`config.mk`:
```
export PLATFORM = sky130hd
export DESIGN_NAME = flex_sensor_gesture_classifier_unit
export DESIGN_NICKNAME = d
export VERILOG_FILES = /design/src/design/fsgc_pkg.sv /design/src/design/fsgc_regs.sv /design/src/design/fsgc_div.sv /design/src/design/flex_sensor_gesture_classifier_unit.sv
export SDC_FILE = /design/constraint.sdc
export NUM_CORES = 1
export LEC_CHECK = 0
export BUFFER_PORTS_ARGS = -buffer_cell sky130_fd_sc_hd__buf_2
export CAP_MARGIN = 20
export CORE_AREA = 4 4 209 211
export CTS_BUF_LIST = sky130_fd_sc_hd__clkbuf_16
export CTS_CLUSTER_DIAMETER = 60
export DETAILED_ROUTE_END_ITERATION = 16
export DIE_AREA = 0 0 213 215
export PLACE_DENSITY_LB_ADDON = 0.12
export SLEW_MARGIN = 20
export SYNTH_ARGS = -nofsm -noshare
export SYNTH_HDL_FRONTEND = slang
export SYNTH_HIERARCHICAL = 1
export SYNTH_SLANG_ARGS = --single-unit
```
`constraint.sdc`:
```
create_clock -name clk -period 9.6 [get_ports clk]
set_input_delay 1.44 -clock clk [delete_from_list [all_inputs] [get_ports clk]]
set_output_delay 1.44 -clock clk [all_outputs]
set_load 0.03 [all_outputs]
```
`src/design/fsgc_pkg.sv`:
```
// Shared types, constants and helpers for the flex-sensor gesture classifier.
// Used by the register block, the serial divider and the top level.
`default_nettype none

package fsgc_pkg;

	// Sample and level width, and finger count
	localparam int ADC_BITS  = 12;
	localparam int N_FINGERS = 4;
	localparam int FINGER_W  = $clog2(N_FINGERS);

	// Register file geometry on the APB side
	localparam int N_REGS    = 2 * N_FINGERS;
	localparam int REG_IDX_W = $clog2(N_REGS);
	localparam int ADDR_W    = REG_IDX_W + 2;
	localparam int DATA_W    = 32;

	// Register indexes
	localparam logic [REG_IDX_W-1:0] REG_OPEN_INDEX  = REG_IDX_W'(0);
	localparam logic [REG_IDX_W-1:0] REG_OPEN_MIDDLE = REG_IDX_W'(1);
	localparam logic [REG_IDX_W-1:0] REG_OPEN_RING   = REG_IDX_W'(2);
	localparam logic [REG_IDX_W-1:0] REG_OPEN_PINKY  = REG_IDX_W'(3);
	localparam logic [REG_IDX_W-1:0] REG_FIST_INDEX  = REG_IDX_W'(4);
	localparam logic [REG_IDX_W-1:0] REG_FIST_MIDDLE = REG_IDX_W'(5);
	localparam logic [REG_IDX_W-1:0] REG_FIST_RING   = REG_IDX_W'(6);
	localparam logic [REG_IDX_W-1:0] REG_FIST_PINKY  = REG_IDX_W'(7);

	// Scoring constants
	localparam int SCORE_W = 7;
	localparam logic [SCORE_W-1:0]  FULL_SCALE = SCORE_W'(100);
	localparam logic [SCORE_W-1:0]  BENT_ABOVE = SCORE_W'(65);
	localparam logic [SCORE_W-1:0]  EXT_BELOW  = SCORE_W'(35);
	localparam logic [ADC_BITS-1:0] MIN_GAP    = ADC_BITS'(250);
	localparam logic [ADC_BITS-1:0] FALLBACK_THRESHOLD = ADC_BITS'(2048);

	// Divider: dividend is a position times full scale
	localparam int PROD_W    = ADC_BITS + SCORE_W;
	localparam int DIV_CNT_W = $clog2(PROD_W);

	// Gesture codes and the masks that select them
	localparam logic [2:0] GEST_NONE  = 3'd0;
	localparam logic [2:0] GEST_WATER = 3'd1;
	localparam logic [2:0] GEST_WC    = 3'd2;
	localparam logic [2:0] GEST_FOOD  = 3'd3;
	localparam logic [2:0] GEST_HELP  = 3'd4;

	localparam logic [N_FINGERS-1:0] MASK_HELP    = 4'hF;
	localparam logic [N_FINGERS-1:0] MASK_FOOD    = 4'h7;
	localparam logic [N_FINGERS-1:0] MASK_WC      = 4'h3;
	localparam logic [N_FINGERS-1:0] MASK_WATER   = 4'h1;
	localparam logic [N_FINGERS-1:0] MASK_WATER_B = 4'hE;

	typedef struct packed {
		logic [ADC_BITS-1:0] adc_pinky;
		logic [ADC_BITS-1:0] adc_ring;
		logic [ADC_BITS-1:0] adc_middle;
		logic [ADC_BITS-1:0] adc_index;
	} sample_t;

	typedef struct packed {
		logic [2:0]           gesture;
		logic [N_FINGERS-1:0] bent_bits;
		logic                 profiles_valid;
	} result_t;

	// Calibration view handed from the register block to the sequencer
	typedef struct packed {
		logic [N_FINGERS-1:0][ADC_BITS-1:0] open_lvl;
		logic [N_FINGERS-1:0][ADC_BITS-1:0] fist_lvl;
		logic                               profiles_ok;
		logic                               wr;
	} cfg_t;

	typedef struct packed {
		logic                start;
		logic [PROD_W-1:0]   dividend;
		logic [ADC_BITS-1:0] divisor;
	} div_req_t;

	typedef struct packed {
		logic              busy;
		logic              done;
		logic [PROD_W-1:0] quotient;
	} div_rsp_t;

	// Map the bent mask to a gesture code
	function automatic logic [2:0] gesture_of(input logic [N_FINGERS-1:0] mask);
		logic [2:0] g;
		case (mask) inside
			MASK_HELP:                g = GEST_HELP;
			MASK_FOOD:                g = GEST_FOOD;
			MASK_WC:                  g = GEST_WC;
			MASK_WATER, MASK_WATER_B: g = GEST_WATER;
			default:                  g = GEST_NONE;
		endcase
		return g;
	endfunction

endpackage

`default_nettype wire

```
`src/design/fsgc_regs.sv`:
```
// APB register block holding the open and fist calibration levels.
// Depends on fsgc_pkg; flags the all-gaps-valid status for the sequencer.
`default_nettype none

module fsgc_regs
	import fsgc_pkg::*;
(
	input  wire logic              clk,
	input  wire logic              arst_n,
	input  wire logic              psel,
	input  wire logic              penable,
	input  wire logic              pwrite,
	input  wire logic [ADDR_W-1:0] paddr,
	input  wire logic [DATA_W-1:0] pwdata,
	output logic      [DATA_W-1:0] prdata,
	output logic                   pready,
	output cfg_t                   cfg
);

	logic [N_FINGERS-1:0][ADC_BITS-1:0] open_q;
	logic [N_FINGERS-1:0][ADC_BITS-1:0] fist_q;
	logic [REG_IDX_W-1:0]               idx;
	logic [FINGER_W-1:0]                fidx;
	logic                               wr_en;
	logic                               ok;
	logic [ADC_BITS-1:0]                gap;
	logic [ADC_BITS-1:0]                rd_val;

	assign pready = 1'b1;
	assign idx    = paddr[ADDR_W-1:2];
	assign fidx   = idx[FINGER_W-1:0];
	assign wr_en  = psel && penable && pwrite;

	// Write a level register
	always_ff @(posedge clk or negedge arst_n) begin
		if (!arst_n) begin
			open_q <= '0;
			fist_q <= '0;
		end else if (wr_en) begin
			if (idx < REG_FIST_INDEX) begin
				open_q[fidx] <= pwdata[ADC_BITS-1:0];
			end else begin
				fist_q[fidx] <= pwdata[ADC_BITS-1:0];
			end
		end
	end

	// Read back
	always_comb begin
		if (idx < REG_FIST_INDEX) begin
			rd_val = open_q[fidx];
		end else begin
			rd_val = fist_q[fidx];
		end
		prdata = {{(DATA_W-ADC_BITS){1'b0}}, rd_val};
	end

	// Check every finger's calibration gap
	always_comb begin
		ok  = 1'b1;
		gap = '0;
		for (int k = 0; k < N_FINGERS; k++) begin
			gap = (open_q[k] > fist_q[k]) ? (open_q[k] - fist_q[k]) : (fist_q[k] - open_q[k]);
			if (gap < MIN_GAP) begin
				ok = 1'b0;
			end
		end
	end

	assign cfg.open_lvl    = open_q;
	assign cfg.fist_lvl    = fist_q;
	assign cfg.profiles_ok = ok;
	assign cfg.wr          = wr_en;

endmodule

`default_nettype wire

```
`src/design/fsgc_div.sv`:
```
// Restoring serial divider, one quotient bit per cycle, shared by all fingers.
// Depends on fsgc_pkg for the request and response structs.
`default_nettype none

module fsgc_div
	import fsgc_pkg::*;
(
	input  wire logic     clk,
	input  wire logic     arst_n,
	input  wire div_req_t req,
	output div_rsp_t      rsp
);

	localparam logic [DIV_CNT_W-1:0] LAST_STEP = DIV_CNT_W'(PROD_W - 1);

	logic [ADC_BITS-1:0]  rem_q;
	logic [PROD_W-1:0]    quo_q;
	logic [ADC_BITS-1:0]  dvs_q;
	logic [DIV_CNT_W-1:0] cnt_q;
	logic                 busy_q;
	logic                 done_q;
	logic [ADC_BITS:0]    trial;
	logic                 fits;

	// Bring down the next dividend bit and try the subtract
	assign trial = {rem_q, quo_q[PROD_W-1]};
	assign fits  = trial >= {1'b0, dvs_q};

	// Control: count the steps
	always_ff @(posedge clk or negedge arst_n) begin
		if (!arst_n) begin
			busy_q <= 1'b0;
			done_q <= 1'b0;
			cnt_q  <= '0;
		end else begin
			done_q <= 1'b0;
			if (req.start) begin
				busy_q <= 1'b1;
				cnt_q  <= '0;
			end else if (busy_q) begin
				cnt_q <= cnt_q + 1'b1;
				if (cnt_q == LAST_STEP) begin
					busy_q <= 1'b0;
					done_q <= 1'b1;
				end
			end
		end
	end

	// Datapath: load operands, then shift one bit per step
	always_ff @(posedge clk) begin
		if (req.start) begin
			rem_q <= '0;
			quo_q <= req.dividend;
			dvs_q <= req.divisor;
		end else if (busy_q) begin
			rem_q <= fits ? ADC_BITS'(trial - {1'b0, dvs_q}) : trial[ADC_BITS-1:0];
			quo_q <= {quo_q[PROD_W-2:0], fits};
		end
	end

	assign rsp.busy     = busy_q;
	assign rsp.done     = done_q;
	assign rsp.quotient = quo_q;

endmodule

`default_nettype wire

```
`src/design/flex_sensor_gesture_classifier_unit.sv`:
```
// Flex-sensor gesture classifier: one word of four samples in, one gesture word out.
// Each finger runs setup, a 19-step divide, done and apply when it divides, else setup and apply;
// the fingers share the divider in turn, and a new word is taken only after the last is emitted.
// With invalid profiles no finger divides.
// The result register holds a finished word while the next is taken.
// Reset (arst_n, asynchronous) clears levels, bent flags and all handshake state.
`default_nettype none

module flex_sensor_gesture_classifier_unit
	import fsgc_pkg::*;
(
	input  wire logic              clk,
	input  wire logic              arst_n,
	input  wire logic              psel,
	input  wire logic              penable,
	input  wire logic              pwrite,
	input  wire logic [ADDR_W-1:0] paddr,
	input  wire logic [DATA_W-1:0] pwdata,
	output logic      [DATA_W-1:0] prdata,
	output logic                   pready,
	input  wire logic              sample_valid,
	output logic                   sample_ready,
	input  wire sample_t           sample,
	output logic                   result_valid,
	input  wire logic              result_ready,
	output result_t                result
);

	typedef enum logic [4:0] {
		ST_IDLE   = 5'b00001,
		ST_SETUP  = 5'b00010,
		ST_DIVIDE = 5'b00100,
		ST_APPLY  = 5'b01000,
		ST_EMIT   = 5'b10000
	} state_t;

	localparam logic [FINGER_W-1:0] LAST_FINGER = FINGER_W'(N_FINGERS - 1);

	state_t              state_q;
	cfg_t                cfg;
	div_req_t            div_req;
	div_rsp_t            div_rsp;
	sample_t             sample_q;
	logic                valid_q;
	logic [FINGER_W-1:0] finger_q;
	logic [SCORE_W-1:0]  score_q;
	logic [N_FINGERS-1:0] bent_flags_q;
	logic                result_valid_q;
	result_t             result_q;

	logic [N_FINGERS-1:0][ADC_BITS-1:0] adc_arr;
	logic [ADC_BITS-1:0] op;
	logic [ADC_BITS-1:0] fs;
	logic [ADC_BITS-1:0] adc;
	logic [ADC_BITS-1:0] pos;
	logic [ADC_BITS-1:0] range;
	logic                trivial;
	logic [SCORE_W-1:0]  triv_score;
	logic [SCORE_W-1:0]  div_score;
	logic                accept;
	logic                emit_fire;

	fsgc_regs u_regs (
		.clk     (clk),
		.arst_n  (arst_n),
		.psel    (psel),
		.penable (penable),
		.pwrite  (pwrite),
		.paddr   (paddr),
		.pwdata  (pwdata),
		.prdata  (prdata),
		.pready  (pready),
		.cfg     (cfg)
	);

	fsgc_div u_div (
		.clk    (clk),
		.arst_n (arst_n),
		.req    (div_req),
		.rsp    (div_rsp)
	);

	assign sample_ready = (state_q == ST_IDLE);
	assign accept       = sample_valid && sample_ready;
	assign emit_fire    = (state_q == ST_EMIT) && (!result_valid_q || result_ready);

	// Select the current finger's sample and levels
	assign adc_arr = {sample_q.adc_pinky, sample_q.adc_ring, sample_q.adc_middle,
		sample_q.adc_index};
	assign adc = adc_arr[finger_q];
	assign op  = cfg.open_lvl[finger_q];
	assign fs  = cfg.fist_lvl[finger_q];

	// Settle the cases that need no division, else set up position and range
	always_comb begin
		trivial    = 1'b1;
		triv_score = '0;
		pos        = '0;
		range      = '0;
		if (!valid_q) begin
			triv_score = (adc < FALLBACK_THRESHOLD) ? FULL_SCALE : '0;
		end else if (op > fs) begin
			range = op - fs;
			if (adc < op) begin
				pos     = op - adc;
				trivial = 1'b0;
			end
		end else begin
			range = fs - op;
			if (adc > op) begin
				pos     = adc - op;
				trivial = 1'b0;
			end
		end
		if (!trivial && range == '0) begin
			trivial = 1'b1;
		end
	end

	assign div_req.start    = (state_q == ST_SETUP) && !trivial;
	assign div_req.dividend = PROD_W'(pos) * PROD_W'(FULL_SCALE);
	assign div_req.divisor  = range;

	// Clamp the quotient to full scale
	assign div_score = (div_rsp.quotient > PROD_W'(FULL_SCALE)) ? FULL_SCALE :
		div_rsp.quotient[SCORE_W-1:0];

	// Capture the sample word and the profile status at accept
	always_ff @(posedge clk) begin
		if (accept) begin
			sample_q <= sample;
			valid_q  <= cfg.profiles_ok;
		end
	end

	// Sequencer over the four fingers
	always_ff @(posedge clk or negedge arst_n) begin
		if (!arst_n) begin
			state_q      <= ST_IDLE;
			finger_q     <= '0;
			bent_flags_q <= '0;
		end else begin
			unique case (state_q)
				ST_IDLE: begin
					if (cfg.wr) begin
						bent_flags_q <= '0;
					end
					if (accept) begin
						finger_q <= '0;
						state_q  <= ST_SETUP;
					end
				end
				ST_SETUP: begin
					state_q <= trivial ? ST_APPLY : ST_DIVIDE;
				end
				ST_DIVIDE: begin
					if (div_rsp.done) begin
						state_q <= ST_APPLY;
					end
				end
				ST_APPLY: begin
					// Set above the bent level, clear below the extended level, else hold
					if (score_q > BENT_ABOVE) begin
						bent_flags_q[finger_q] <= 1'b1;
					end else if (score_q < EXT_BELOW) begin
						bent_flags_q[finger_q] <= 1'b0;
					end
					if (finger_q == LAST_FINGER) begin
						state_q <= ST_EMIT;
					end else begin
						finger_q <= finger_q + 1'b1;
						state_q  <= ST_SETUP;
					end
				end
				ST_EMIT: begin
					if (emit_fire) begin
						state_q <= ST_IDLE;
					end
				end
				default: begin
					state_q <= ST_IDLE;
				end
			endcase
		end
	end

	// Hold the finger score for the apply step
	always_ff @(posedge clk) begin
		if (state_q == ST_SETUP && trivial) begin
			score_q <= triv_score;
		end else if (state_q == ST_DIVIDE && div_rsp.done) begin
			score_q <= div_score;
		end
	end

	// Result register
	always_ff @(posedge clk or negedge arst_n) begin
		if (!arst_n) begin
			result_valid_q <= 1'b0;
		end else if (emit_fire) begin
			result_valid_q <= 1'b1;
		end else if (result_ready) begin
			result_valid_q <= 1'b0;
		end
	end

	always_ff @(posedge clk) begin
		if (emit_fire) begin
			result_q.gesture        <= gesture_of(bent_flags_q);
			result_q.bent_bits      <= bent_flags_q;
			result_q.profiles_valid <= valid_q;
		end
	end

	assign result_valid = result_valid_q;
	assign result       = result_q;

`ifndef SYNTHESIS
	// No new word right after one is taken
	a_no_back_to_back: assert property (@(posedge clk) disable iff (!arst_n)
		accept |=> !sample_ready)
		else $error("sample accepted twice in a row");

	// Divider is never restarted while it runs
	a_div_idle_on_start: assert property (@(posedge clk) disable iff (!arst_n)
		div_req.start |-> !div_rsp.busy)
		else $error("divider started while busy");

	// The emit step comes only after the last finger
	a_emit_last_finger: assert property (@(posedge clk) disable iff (!arst_n)
		(state_q == ST_EMIT) |-> (finger_q == LAST_FINGER))
		else $error("emit before all fingers scored");

	// A finished word carries a defined gesture code
	a_gesture_range: assert property (@(posedge clk) disable iff (!arst_n)
		result_valid |-> (result.gesture <= GEST_HELP))
		else $error("gesture code out of range");
`endif

endmodule

`default_nettype wire

```
After elaboration in Yosys (flattened, before gate mapping)
Index checks and enable logic that the tools add are counted.
{"block": "word_totals", "reg_bits": 222, "inputBits": 92, "output_inout_bits": 43, "wordCells": 180}
{"block": "classes", "add_sub_neg": 15, "mul": 1, "n_lt_le_gt_ge": 21, "n_eq_ne": 18, "n_mux": 67, "bitwise": 4, "reduce_logical": 26}
{"op": "12-bit 2-to-1 mux", "count": 18}
{"op": "12-bit subtractor", "count": 13}
{"op": "12-bit binary-select mux with 2-bit select", "count": 5}
{"op": "48-bit bitwise mux", "count": 2}
{"op": "12-bit > comparator", "count": 6}
{"op": "12-bit by 8-bit less-than comparator with 1-bit output (second input constant)", "count": 4}
{"op": "19-bit 2-to-1 mux", "count": 2}
{"op": "7-bit 2-to-1 mux", "count": 5}
{"op": "5-bit 2-to-1 mux", "count": 6}
{"op": "5-bit one-hot mux with 5 select lines", "count": 1}
{"op": "12-bit demux with 2-bit select", "count": 1}
{"op": "19-bit by 7-bit > comparator with 1-bit output (second input constant)", "count": 1}
{"op": "12-bit by 5-bit multiplier with 17-bit output (second input constant)", "count": 1}
{"op": "1-bit 2-to-1 mux", "count": 16}
{"op": "4-bit 2-to-1 mux", "count": 4}
{"op": "13-bit by 12-bit >= comparator with 1-bit output", "count": 1}
{"op": "12-bit logical NOT", "count": 1}
{"op": "12-bit less-than comparator", "count": 1}
{"op": "12-bit less-than comparator (second input constant)", "count": 1}
{"op": "5-bit == test (second input constant)", "count": 2}
{"op": "1-bit logical AND", "count": 10}
{"op": "3-bit AND reduction", "count": 3}
{"op": "4-bit == test (second input constant)", "count": 2}
{"op": "2-bit 2-to-1 mux", "count": 4}
{"op": "31 further kinds", "count": 42}

Logic depth before layout (Yosys ltp)
{"block": "logic_depth", "depth_word": 12, "depth_mapped": 33, "ltp_nobuf": 29}

Cells and area by module
The synthesis kept the hierarchy.
{"module": "fsgc_regs", "instances": 1, "cells_per_inst": 1050, "area_each_um2": 9059.9, "seq_area_each_um2": 2402.3}
{"module": "flex_sensor_gesture_classifier_unit", "instances": 1, "cells_per_inst": 712, "area_each_um2": 7259.5, "seq_area_each_um2": 2223.4}
{"module": "fsgc_div", "instances": 1, "cells_per_inst": 245, "area_each_um2": 2702.6, "seq_area_each_um2": 1346.3}

Least setup slack after synthesis
Ideal clock, no wire load.
{"block": "synth_path", "path_kind": "register -> register", "start": "reg finger_q[0]", "end": "reg u_div.quo_q[18] (data pin)", "setup_ps": 260, "arrival_ps": 7725, "path_slack_ps": 1615, "stages_incl_launch_ff": 32, "path_buffers": 5, "synth_period_minus_slack_ps": 7985, "path_cell_list": "dfrtp_1 clkbuf_1 buf_1 mux4_2 inv_1 ha_1 inv_1 fa_1 nand3_1 a21oi_1 nor4_2 or2_1 buf_6 clkbuf_1 clkbuf_1 and3_1 a31oi_1 a211oi_1 ha_1 ha_1 fa_1 ha_1 a21o_1 a21oi_1 o21bai_1 a21oi_1 nor2b_1 o21a_1 o31a_1 o41ai_1 xnor2_1 mux2_2"}
{"item": "from (decl)", "line_no": "flex_sensor_gesture_classifier_unit.sv:45", "rtl": "logic [FINGER_W-1:0] finger_q;"}
{"item": "from (signal assigned)", "line_no": "flex_sensor_gesture_classifier_unit.sv:171", "rtl": "finger_q <= finger_q + 1'b1;"}
{"item": "to (signal assigned)", "line_no": "fsgc_div.sv:54", "rtl": "quo_q <= req.dividend;"}
{"item": "to (signal assigned)", "line_no": "fsgc_div.sv:58", "rtl": "quo_q <= {quo_q[PROD_W-2:0], fits};"}
{"item": "to (decl)", "line_no": "fsgc_div.sv:17", "rtl": "logic [PROD_W-1:0] quo_q;"}

==> metrics.txt <==
die footprint=around 46,000 µm²; Hold Vio Cnt, Final=0; largest net degree at the start of global routing=65; Fillers=slightly below 4,000; vias per inst=between 5 and 6; Die X=approximately 210 µm; Port Buffers=91; PostCTS Resize Cnt=0; clk_lat worst skew=about 0.57 ns; post-route ant nets=0; Worst Path Required=roughly 9.9 ns; arrival time of the worst setup path=about 8.4 ns; Layout area overhead=8.48%; Top Ports=about 140; via count=approximately 15,000; DR WL/cell=around 20 µm; placer congestion estimate=around 0.94; Final Cycle Share=between 80% and 90%; Root Buffer Master=clkbuf_16; Area after DPL=approximately 20,000 µm²; Final HPWL DP=between 40,000 and 50,000 µm; commonest non-fill, non-tap cell in the layout=inv_1; mapped cell area=19,000 µm²; critical path fanouts, max=16; cell count after synthesis=between 2,000 and 2,500; Hold Path Class=flip-flop to flip-flop; Worst-path clk slew=approximately 0.06 ns; Initial Utilization=45.5%; placed cells=2,546; synth warn=6; TritonCTS clock tree=built; initial antenna violation count=0; Slew Limit Fails=0; core area=approximately 42,000 µm²; status=finished clean; clock sink total=approximately 220; Starting DRT DRC Count=994; non-filler cells, final=~2,600; Setup TNS Final=0 ns; crit start category=flip-flop; Crit Path Class=flip-flop to flip-flop; min cycle time layout=between 8 and 9 ns; cell area after layout=20,600 µm²; total CTS buffers=30; PnR worst setup slack=roughly 1.5 ns; Max Cap Viol=0; CTS HTree Levels=1; worst slew pin tran=0.989 ns; RSZ-0062 raised after global routing=no; worst clock skew=0.0122 ns; post-CTS setup buffers=0; Mapped Avg Cell Area=9.48 µm²; nets=2,342; Die Y=215 µm; diodes inserted=0; vias in the first global route=about 15,000; commonest cells after routing, fill and taps aside=inv_1 (196), ha_1 (191), nand2_1 (170); final WL=about 53,000 µm; row cnt=between 70 and 80; pre-CTS setup slack=1.49 ns; fmax=124 MHz; area of the multi-input gates=11,700 µm²; Residual DRC=0; critical path capture point type=flip-flop; Hold-fix buffers, CTS=0; router iterations before antenna repair=5; global route overflow=0; first-pass GRT wire length=between 80,000 and 90,000 µm; Clock Path Buffers=3; Rel. slew slack=34.0%; gr usage total=22.8%; final setup vio count=0; share of cells above drive strength 1=15.7%; Reg area=between 5000 and 6000 µm²
-- state kept, by name, indices dropped and copies added, names as in the netlist --
signal and flops:
adc_arr 48, result 8, u_div/rem_q 12, u_div/quo_q 19, score_q 7, finger_q 2, u_div/cnt_q 5, u_div/dvs_q 12
u_div/done_q 1, state_q 5, u_div/busy_q 1, result_valid 1, bent_flags_q 4, valid_q 1, u_regs/cfg 96
-- metrics by stage --
stage	hold slack [ns]	utilization [%]
after floorplan	0.463	-
after global placement	0.493	47.2
after detailed placement	0.496	47.2
after CTS	0.504	49.4
after global routing	0.528	49.4
final	0.503	49.4
-- per-layer routing --
| metal | global-route usage [%] | vias up | part of all wire, % |
|---|---|---|---|
| met5 | 0 | - | 0 |
| met4 | 9.86 | 0 | 5.1 |
| met3 | 3.09 | 108 | 4.0 |
| met2 | 38.6 | 356 | 48 |
| met1 | 29.1 | 7313 | 42 |
| li1 | - | 7247 | - |
-- worst paths after layout --
check	to	depth (start not counted)	slack, ns	start
setup / recovery	u_div/quo_q[18]$_DFFE_PP_	26	1.52	finger_q[0]$_DFFE_PN0P_
hold / removal	u_div/rem_q[4]$_SDFFE_PP0P_	2	0.50	u_div/rem_q[3]$_SDFFE_PP0P_
setup reg to reg	u_div/quo_q[18]$_DFFE_PP_	26	1.52	finger_q[0]$_DFFE_PN0P_
hold reg to reg	u_div/rem_q[4]$_SDFFE_PP0P_	2	0.50	u_div/rem_q[3]$_SDFFE_PP0P_
max in group asynchronous	u_regs/cfg[42]$_DFFE_PN0P_	2	7.33	arst_n
min in group asynchronous	u_div/cnt_q[2]$_DFFE_PN0P_	1	0.96	arst_n
-- area by class of cell --
cell class                      count  share of cell area, %
Inverter                          196                   3.57
Clock inverter                     25                  0.746
Tap cell                          539                   3.27
Clock buffer                       31                   3.76
Multi-Input combinational cell   1482                   56.9
Sequential cell                   222                   29.0
Timing Repair Buffer              107                   2.80
-- critical path: stages (launching register included) --
cell and delay, ns:
dfrtp_2 0.76, buf_4 0.38, mux4_2 0.64, fa_1 0.49, a21o_1 0.20, a21o_1 0.20
a2111oi_2 0.47, nor3_1 0.12, nor2_1 0.38, nand2_1 0.09, a21oi_1 0.16, nor2_1 0.05
a211oi_1 0.44, ha_1 0.34, ha_1 0.32, fa_1 0.48, ha_1 0.35, a21o_1 0.17
a21oi_1 0.21, o21bai_1 0.09, a21oi_1 0.22, nor2b_1 0.07, o21a_1 0.18, o31a_1 0.26
o41ai_1 0.33, xnor2_1 0.11, mux2_2 0.27
Power is not shown: default switching activity piles up to over one toggle a cycle in this logic, so the estimate is an artifact.
